==> config.mk <==
export PLATFORM = sky130hd
export DESIGN_NAME = pab_mix
export DESIGN_NICKNAME = d
export VERILOG_FILES = /design/src/hw/rtl/pab_pkg.sv /design/src/hw/rtl/pab_mix.sv
export SDC_FILE = /design/constraint.sdc
export NUM_CORES = 1
export LEC_CHECK = 0
export ABC_AREA = 1
export BUFFER_PORTS_ARGS = -buffer_cell sky130_fd_sc_hd__clkbuf_2
export CAP_MARGIN = 20
export CORE_UTILIZATION = 50
export DETAILED_ROUTE_END_ITERATION = 12
export PLACE_DENSITY = 0.69
export REMOVE_ABC_BUFFERS = 1
export SYNTH_ARGS = -nofsm -noshare
export SYNTH_HDL_FRONTEND = slang
export SYNTH_SLANG_ARGS = --single-unit
export TNS_END_PERCENT = 30
==> constraint.sdc <==
create_clock -name clk_i -period 9.15 [get_ports clk_i]
set_input_delay 1.3725 -clock clk_i [delete_from_list [all_inputs] [get_ports clk_i]]
set_output_delay 1.3725 -clock clk_i [all_outputs]
set_load 0.01 [all_outputs]
==> src/hw/rtl/pab_pkg.sv <==
// Shared types and constants of the palette alpha pixel blend engine.
package pab_pkg;

  localparam int unsigned CFG_IDX_W  = 2;
  localparam int unsigned CFG_DATA_W = 24;
  localparam int unsigned RGBA_W     = 32;
  localparam int unsigned CHAN_W     = 8;
  localparam int unsigned INDEX_W    = 8;
  localparam int unsigned NUM_CHAN   = 3;
  localparam int unsigned MIX_W      = 16;

  localparam logic [CFG_IDX_W-1:0] CFG_BLEND_MODE = 2'd0;
  localparam logic [CFG_IDX_W-1:0] CFG_BG_ENABLE  = 2'd1;
  localparam logic [CFG_IDX_W-1:0] CFG_BG_RGB     = 2'd2;

  localparam logic REQ_PAL_WRITE = 1'b0;
  localparam logic REQ_PIXEL     = 1'b1;

  localparam logic [CHAN_W-1:0] BYTE_MASK = 8'hFF;

  typedef enum logic [1:0] {
    MODE_COPY       = 2'd0,
    MODE_PAL_BLEND  = 2'd1,
    MODE_RGBA_BLEND = 2'd2,
    MODE_RGBA_ALT   = 2'd3
  } blend_mode_e;

  typedef struct packed {
    logic copy;
    logic pal_src;
    logic in_range;
  } pix_ctrl_t;

endpackage

==> src/hw/rtl/pab_mix.sv <==
// Source and destination selection, channel multiply stage and result register.
module pab_mix
  import pab_pkg::*;
(
  input  logic                  clk_i,
  input  logic                  en_i,
  input  pix_ctrl_t             ctrl_i,
  input  logic [RGBA_W-1:0]     pal_i,
  input  logic [RGBA_W-1:0]     src_i,
  input  logic [RGBA_W-1:0]     dst_i,
  input  logic                  bg_en_i,
  input  logic [CFG_DATA_W-1:0] bg_rgb_i,
  output logic [RGBA_W-1:0]     out_rgba_o
);

  logic [RGBA_W-1:0] pal_word;
  logic [RGBA_W-1:0] src_sel;
  logic [RGBA_W-1:0] dst_sel;
  logic [MIX_W-1:0]  sum_d [NUM_CHAN];
  logic [MIX_W-1:0]  sum_q [NUM_CHAN];
  logic              copy_q;
  logic [RGBA_W-1:0] copy_word_q;
  logic [RGBA_W-1:0] out_d;
  logic [RGBA_W-1:0] out_q;

  always_comb begin
    logic [CHAN_W-1:0] a;
    logic [CHAN_W:0]   na;
    logic [CHAN_W-1:0] s;
    logic [CHAN_W-1:0] d;
    logic [MIX_W:0]    prod;
    pal_word = ctrl_i.in_range ? pal_i : '0;
    src_sel  = ctrl_i.pal_src ? pal_word : src_i;
    dst_sel  = bg_en_i ? {bg_rgb_i, BYTE_MASK} : dst_i;
    a        = src_sel[CHAN_W-1:0];
    na       = 9'd256 - {1'b0, a};
    for (int c = 0; c < NUM_CHAN; c++) begin
      s        = src_sel[CHAN_W*(c+1) +: CHAN_W];
      d        = dst_sel[CHAN_W*(c+1) +: CHAN_W];
      prod     = 17'(d) * 17'(na) + 17'(s) * 17'(a);
      sum_d[c] = prod[MIX_W-1:0];
    end
  end

  always_ff @(posedge clk_i) begin
    if (en_i) begin
      copy_q      <= ctrl_i.copy;
      copy_word_q <= pal_word;
      for (int c = 0; c < NUM_CHAN; c++) begin
        sum_q[c] <= sum_d[c];
      end
    end
  end

  always_comb begin
    out_d = copy_q ? copy_word_q
                   : {sum_q[2][MIX_W-1 -: CHAN_W], sum_q[1][MIX_W-1 -: CHAN_W],
                      sum_q[0][MIX_W-1 -: CHAN_W], {CHAN_W{1'b0}}};
  end

  always_ff @(posedge clk_i) begin
    if (en_i) begin
      out_q <= out_d;
    end
  end

  assign out_rgba_o = out_q;

endmodule

==> results of run 1 <==
## flip-flops by register name (all words and copies together) (netlist names)
signal       cells
copy_q           1
copy_word_q     32
out_rgba_o      32
sum_q           24
## worst max-delay path: cells and delay by family
family	cells	cell delay, ps
AO/OA/AOI/OAI	1	190
XOR/XNOR	1	480
adder cells (fa/ha/maj)	7	3220
buffers and inverters	8	1470
AND/OR/NAND/NOR	10	1380
## placed cells by master (no fill, tap or decap), drive strengths merged, types with 3 or more instances in the layout
cell    synthesis  final
fa            300    300
xor2           11     11
mux2           24     24
or2             3      3
clkinv          2      6
nor3            8      8
edfxtp         89     89
nand4          10     10
ha            181    181
buf            29     32
a31oi           3      3
inv           591    593
nor4            4      4
nand2         431    431
a21oi          40     40
nand3          45     45
clkbuf         19    158
o21ai          77     77
xnor2           4      4
nor2          277    277
## per-stage QoR
stage	instance area [um2]	hold slack, ps	cells	setup slack, ps
after CTS	19300	503	2759	1220
after detailed placement	19100	488	2743	853
after global placement	19100	483	2743	930
after global routing	19300	527	2760	737
final	19300	502	2760	1130
after floorplan	17500	481	2109	1590
## worst max-delay path by stage
stage                     startpoint      endpoint  slack, ps
final                      ctrl_i[0]  sum_q[0][45]       1130
after global placement     ctrl_i[1]  sum_q[0][15]        930
after CTS                  ctrl_i[1]  sum_q[0][31]       1220
after floorplan            ctrl_i[1]  sum_q[0][45]       1590
after detailed placement   ctrl_i[1]  sum_q[0][15]        850
after global routing       ctrl_i[0]  sum_q[0][14]        740
## routing by layer
metal  track usage  routed length (um)
met5             0                   0
met3        0.0521                3580
met4         0.110                1840
met2         0.446               21600
met1         0.344               19200
## cell usage after synthesis (8+ instances only)
| library cell | count | area, um2 |
|---|---|---|
| a21oi_1 | 40 | 200 |
| buf_2 | 19 | 95.1 |
| clkbuf_1 | 19 | 71.3 |
| edfxtp_1 | 89 | 2670 |
| fa_1 | 300 | 6010 |
| ha_1 | 181 | 2260 |
| inv_1 | 574 | 2150 |
| inv_2 | 15 | 56.3 |
| mux2_2 | 24 | 270 |
| nand2_1 | 421 | 1580 |
| nand3_1 | 43 | 215 |
| nand4_1 | 9 | 56.3 |
| nor2_1 | 253 | 950 |
| nor2_2 | 22 | 138 |
| nor3_1 | 8 | 40.0 |
| o21ai_0 | 59 | 295 |
| o21ai_1 | 11 | 55.1 |
| xor2_1 | 10 | 87.6 |
## cell type report
| cell class | instances | area, um2 |
|---|---|---|
| clock buffers | 10 | 229 |
| clock inverters | 6 | 42.5 |
| fillers | 3222 | 15500 |
| inverters | 593 | 2230 |
| multi-input cells | 1427 | 12600 |
| flip-flops and latches | 89 | 2670 |
| well taps | 455 | 569 |
| repair buffers | 180 | 981 |
## cell families after synthesis
logic type / synth area share
buffers and inverters: 0.140
and+or+nand+nor: 0.182
adders and majority gates: 0.465
muxes: 0.0152
AOI/OAI and AO/OA: 0.0386
DFF: 0.150
xor gates and xnor gates: 0.00845
==> run metrics, run 1 <==
Die H=191 um; CTS resizes=0; Final setup viols=0; min cycle time layout=8020 ps; layout cells sized above 1=0.123; share of synthesized flip-flops with an asynchronous set or reset=0; Max stage delay on crit path=510 ps; R2R Path Start=copy_q; critical path's most frequent cell=fa_1; first-pass GRT wire length=74700 um; Setup Buffers After CTS=0; Max Clk Rate=125 MHz; Avg Cell Area, Syn=8.24 um2; Req. time, crit path=approximately 9300 ps; Total GRT Usage=0.269; # nets final=2907; sequential share of the synthesized area=0.150; # port buffers=149; clock skew=9.99 ps; Worst EP arrival=just over 8000 ps; Sum Neg Setup Slack=0 ps; num rows=68; Worst Hold Launch=copy_word_q[5]; vias in the first global route=about 15000; critical path's slowest cell=fa_1; via-per-instance ratio=5.16; Initial DRC Count=1129; DRC viols=0; Clock Path Buffers=2; CTS tree=built; r2r endpoint=out_rgba_o[10]; HP Class=register to register; Post-CTS Hold Fix Bufs=0; R2R depth=2; R2R Setup Slk=around 7700 ps; largest net degree at the start of global routing=54; initial core utilization=0.511; 1st-pass router iterations=5; CP startpoint kind=input port; Synth cell types=47; Rel. slew slack=0.279; io pins=158; total congestion overflow=0; max-slew violation total from the final report=0; ant diodes=0; # Max-Cap Violations=0; RSZ-0062 raised after global routing=false; H-Tree Depth=3; placed wire-length estimate=~38000 um; clk slew on worst S/H paths=60 ps; Syn Inst Count=roughly 2200; final hold viol count=0; Setup crit end kind=register; die width=roughly 190 um; fin crit share=0.877; placer congestion estimate=0.971; number of synthesized flops with an enable pin=89; Hold Path Depth=2; Routed WL=~46000 um; outcome=finished, final reports clean; fin util=0.556; Final ANT Viol Nets=0; Core Footprint=34800 um2; Crit Path Class=input port to register; die area=36300 um2; Least-Margin Pin Slew=1080 ps; worst-path fanout max=24; Root Buffer=clkbuf_16; Ys Warns=0; Mapped Area=17800 um2; Num Clock Sinks=89; Hold EP=out_rgba_o[5]; Top FF cell, synth=edfxtp_1; WL/cell=between 15 and 20 um; clock latency at the later pin of the worst-skew pair=360 ps; Layout area overhead=8.81%; CTS buffer count=9; Yosys reg bits=89; initial antenna violation count=0; routed vias=14300
Power of run 1 is not shown: default switching activity piles up to over one toggle a cycle in this logic, so the estimate is an artifact.
==> run 2: changes to the inputs <==
--- a/config.mk
+++ b/config.mk
@@ -11,7 +11,7 @@
 export CORE_UTILIZATION = 50
 export DETAILED_ROUTE_END_ITERATION = 12
 export PLACE_DENSITY = 0.69
-export REMOVE_ABC_BUFFERS = 1
+export SKIP_CTS_REPAIR_TIMING = 1
 export SYNTH_ARGS = -nofsm -noshare
 export SYNTH_HDL_FRONTEND = slang
 export SYNTH_SLANG_ARGS = --single-unit
==> run metrics, run 2 (synthesis results as in run 1) <==
critical path's slowest cell=fa_1; worst-path fanout max=25 (+4.2%); # port buffers=149 (unchanged); largest net degree at the start of global routing=90 (+67%); Synth Net Count=2764; outcome=finished, final reports clean; Least-Margin Pin Slew=1240 ps (+157 ps); clock skew=6.66 ps (-3.33 ps); Worst EP arrival=8210 ps (+70 ps); Root Buffer=clkbuf_16; final hold viol count=0 (unchanged); RSZ-0062 raised after global routing=false; R2R Setup Slk=7790 ps (+60 ps); ant diodes=0 (unchanged); placed wire-length estimate=38700 um (+2.0%); first-pass GRT wire length=74800 um (+0.17%); Hold EP=out_rgba_o[5]; max-slew violation total from the final report=0 (unchanged); Initial DRC Count=1073 (-5.0%); Hold Path Depth=2 (unchanged); Clock Path Buffers=2 (unchanged); Sum Neg Setup Slack=0 ps (unchanged); min cycle time layout=8140 ps (+122 ps); # Max-Cap Violations=0 (unchanged); total congestion overflow=0 (unchanged); R2R depth=2 (unchanged); num rows=68 (unchanged); most frequent cells in the layout=574 x inv_1, 421 x nand2_1, 300 x fa_1; Req. time, crit path=9210 ps (-60 ps); Core Footprint=34800 um2 (unchanged); Layout area overhead=9.19%; Worst Hold Launch=copy_word_q[5]; clock latency at the later pin of the worst-skew pair=340 ps (-20 ps); Crit Path Class=input port to register; Rel. slew slack=0.166 (-0.113); Max Clk Rate=123 MHz (-1.5%); CTS tree=built; Routed WL=46400 um (+0.36%); initial core utilization=0.511 (unchanged); H-Tree Depth=3 (unchanged); CTS buffer count=9 (unchanged); 1st-pass router iterations=5 (unchanged); Setup crit end kind=register; final worst slack=1010 ps (-122 ps); routed vias=14200 (-0.25%); Final setup viols=0 (unchanged); DRC viols=0 (unchanged); io pins=158 (unchanged); layout cells sized above 1=0.128 (+0.00433); r2r endpoint=out_rgba_o[27]; vias in the first global route=14500 (-2.1%); Num Clock Sinks=89 (unchanged); HP Class=register to register; clk slew on worst S/H paths=70 ps (about the same); Die H=191 um (unchanged); most common cell after layout, fill and taps aside=inv_1; Max stage delay on crit path=540 ps (+30 ps); CP startpoint kind=input port; R2R Path Start=copy_q; Final ANT Viol Nets=0 (unchanged); placer congestion estimate=0.986 (+1.5%); WL/cell=16.8 um (about the same); # nets final=2915 (+0.28%); pre-CTS worst setup slack=714 ps (-139 ps); die width=191 um (unchanged); Total GRT Usage=0.269 (about the same); initial antenna violation count=0 (unchanged); via-per-instance ratio=5.14 (-0.53%); die area=36300 um2 (unchanged); fin crit share=0.890 (+0.0133)
run 2: changes by cell type in the layout (fill, tap and decap cells not counted), sizes merged:
cell      change
clkinvlp      +2
clkinv        -2
buf           +7
inv           +1
run 2: critical path: cells and delay by family:
kind / cells / cell delay, ps
compound gates: 3 / 460
fa+ha+maj: 8 / 3560
simple gates: 13 / 1560
buf+inv: 8 / 1200
run 2: area by class of cell:
| class | count | area (um2) |
|---|---|---|
| clock buffer | 9 | 225 |
| multi-input combinational | 1427 | 12600 |
| sequential | 89 | 2670 |
| clock inverter | 7 | 53.8 |
| tap | 455 | 569 |
| timing repair buffer | 188 | 1040 |
| inverter | 593 | 2230 |
| fill | 3177 | 15400 |
run 2: worst max path at each step:
stage	to	cells after the start	from	slack [ps]
after floorplan	sum_q[0][45]	33	ctrl_i[1]	1620
after global placement	sum_q[0][31]	27	ctrl_i[0]	860
after detailed placement	sum_q[0][31]	27	ctrl_i[0]	710
after CTS	sum_q[0][31]	27	ctrl_i[0]	1070
after global routing	sum_q[0][31]	27	ctrl_i[0]	640
final	sum_q[0][15]	32	ctrl_i[0]	1010
run 2: stage by stage:
stage               instances  hold slack [ps]  utilization  cell area [um2]
global placement         2751              486        0.550            19100
detailed placement       2751              492        0.550            19100
CTS                      2767              509        0.558            19400
floorplan                2157              481            -            17800
finish                   2768              510        0.558            19400
global route             2768              534        0.558            19400
run 2: per-layer routing:
layer,part of all wire,vias to the layer above,global-route usage
li1,-,6673,-
met1,0.43,6826,0.380
met2,0.45,656,0.427
met3,0.11,61,0.0467
met4,0.023,0,0.0720
met5,0,-,0
Power of run 2 is left out for the same reason.
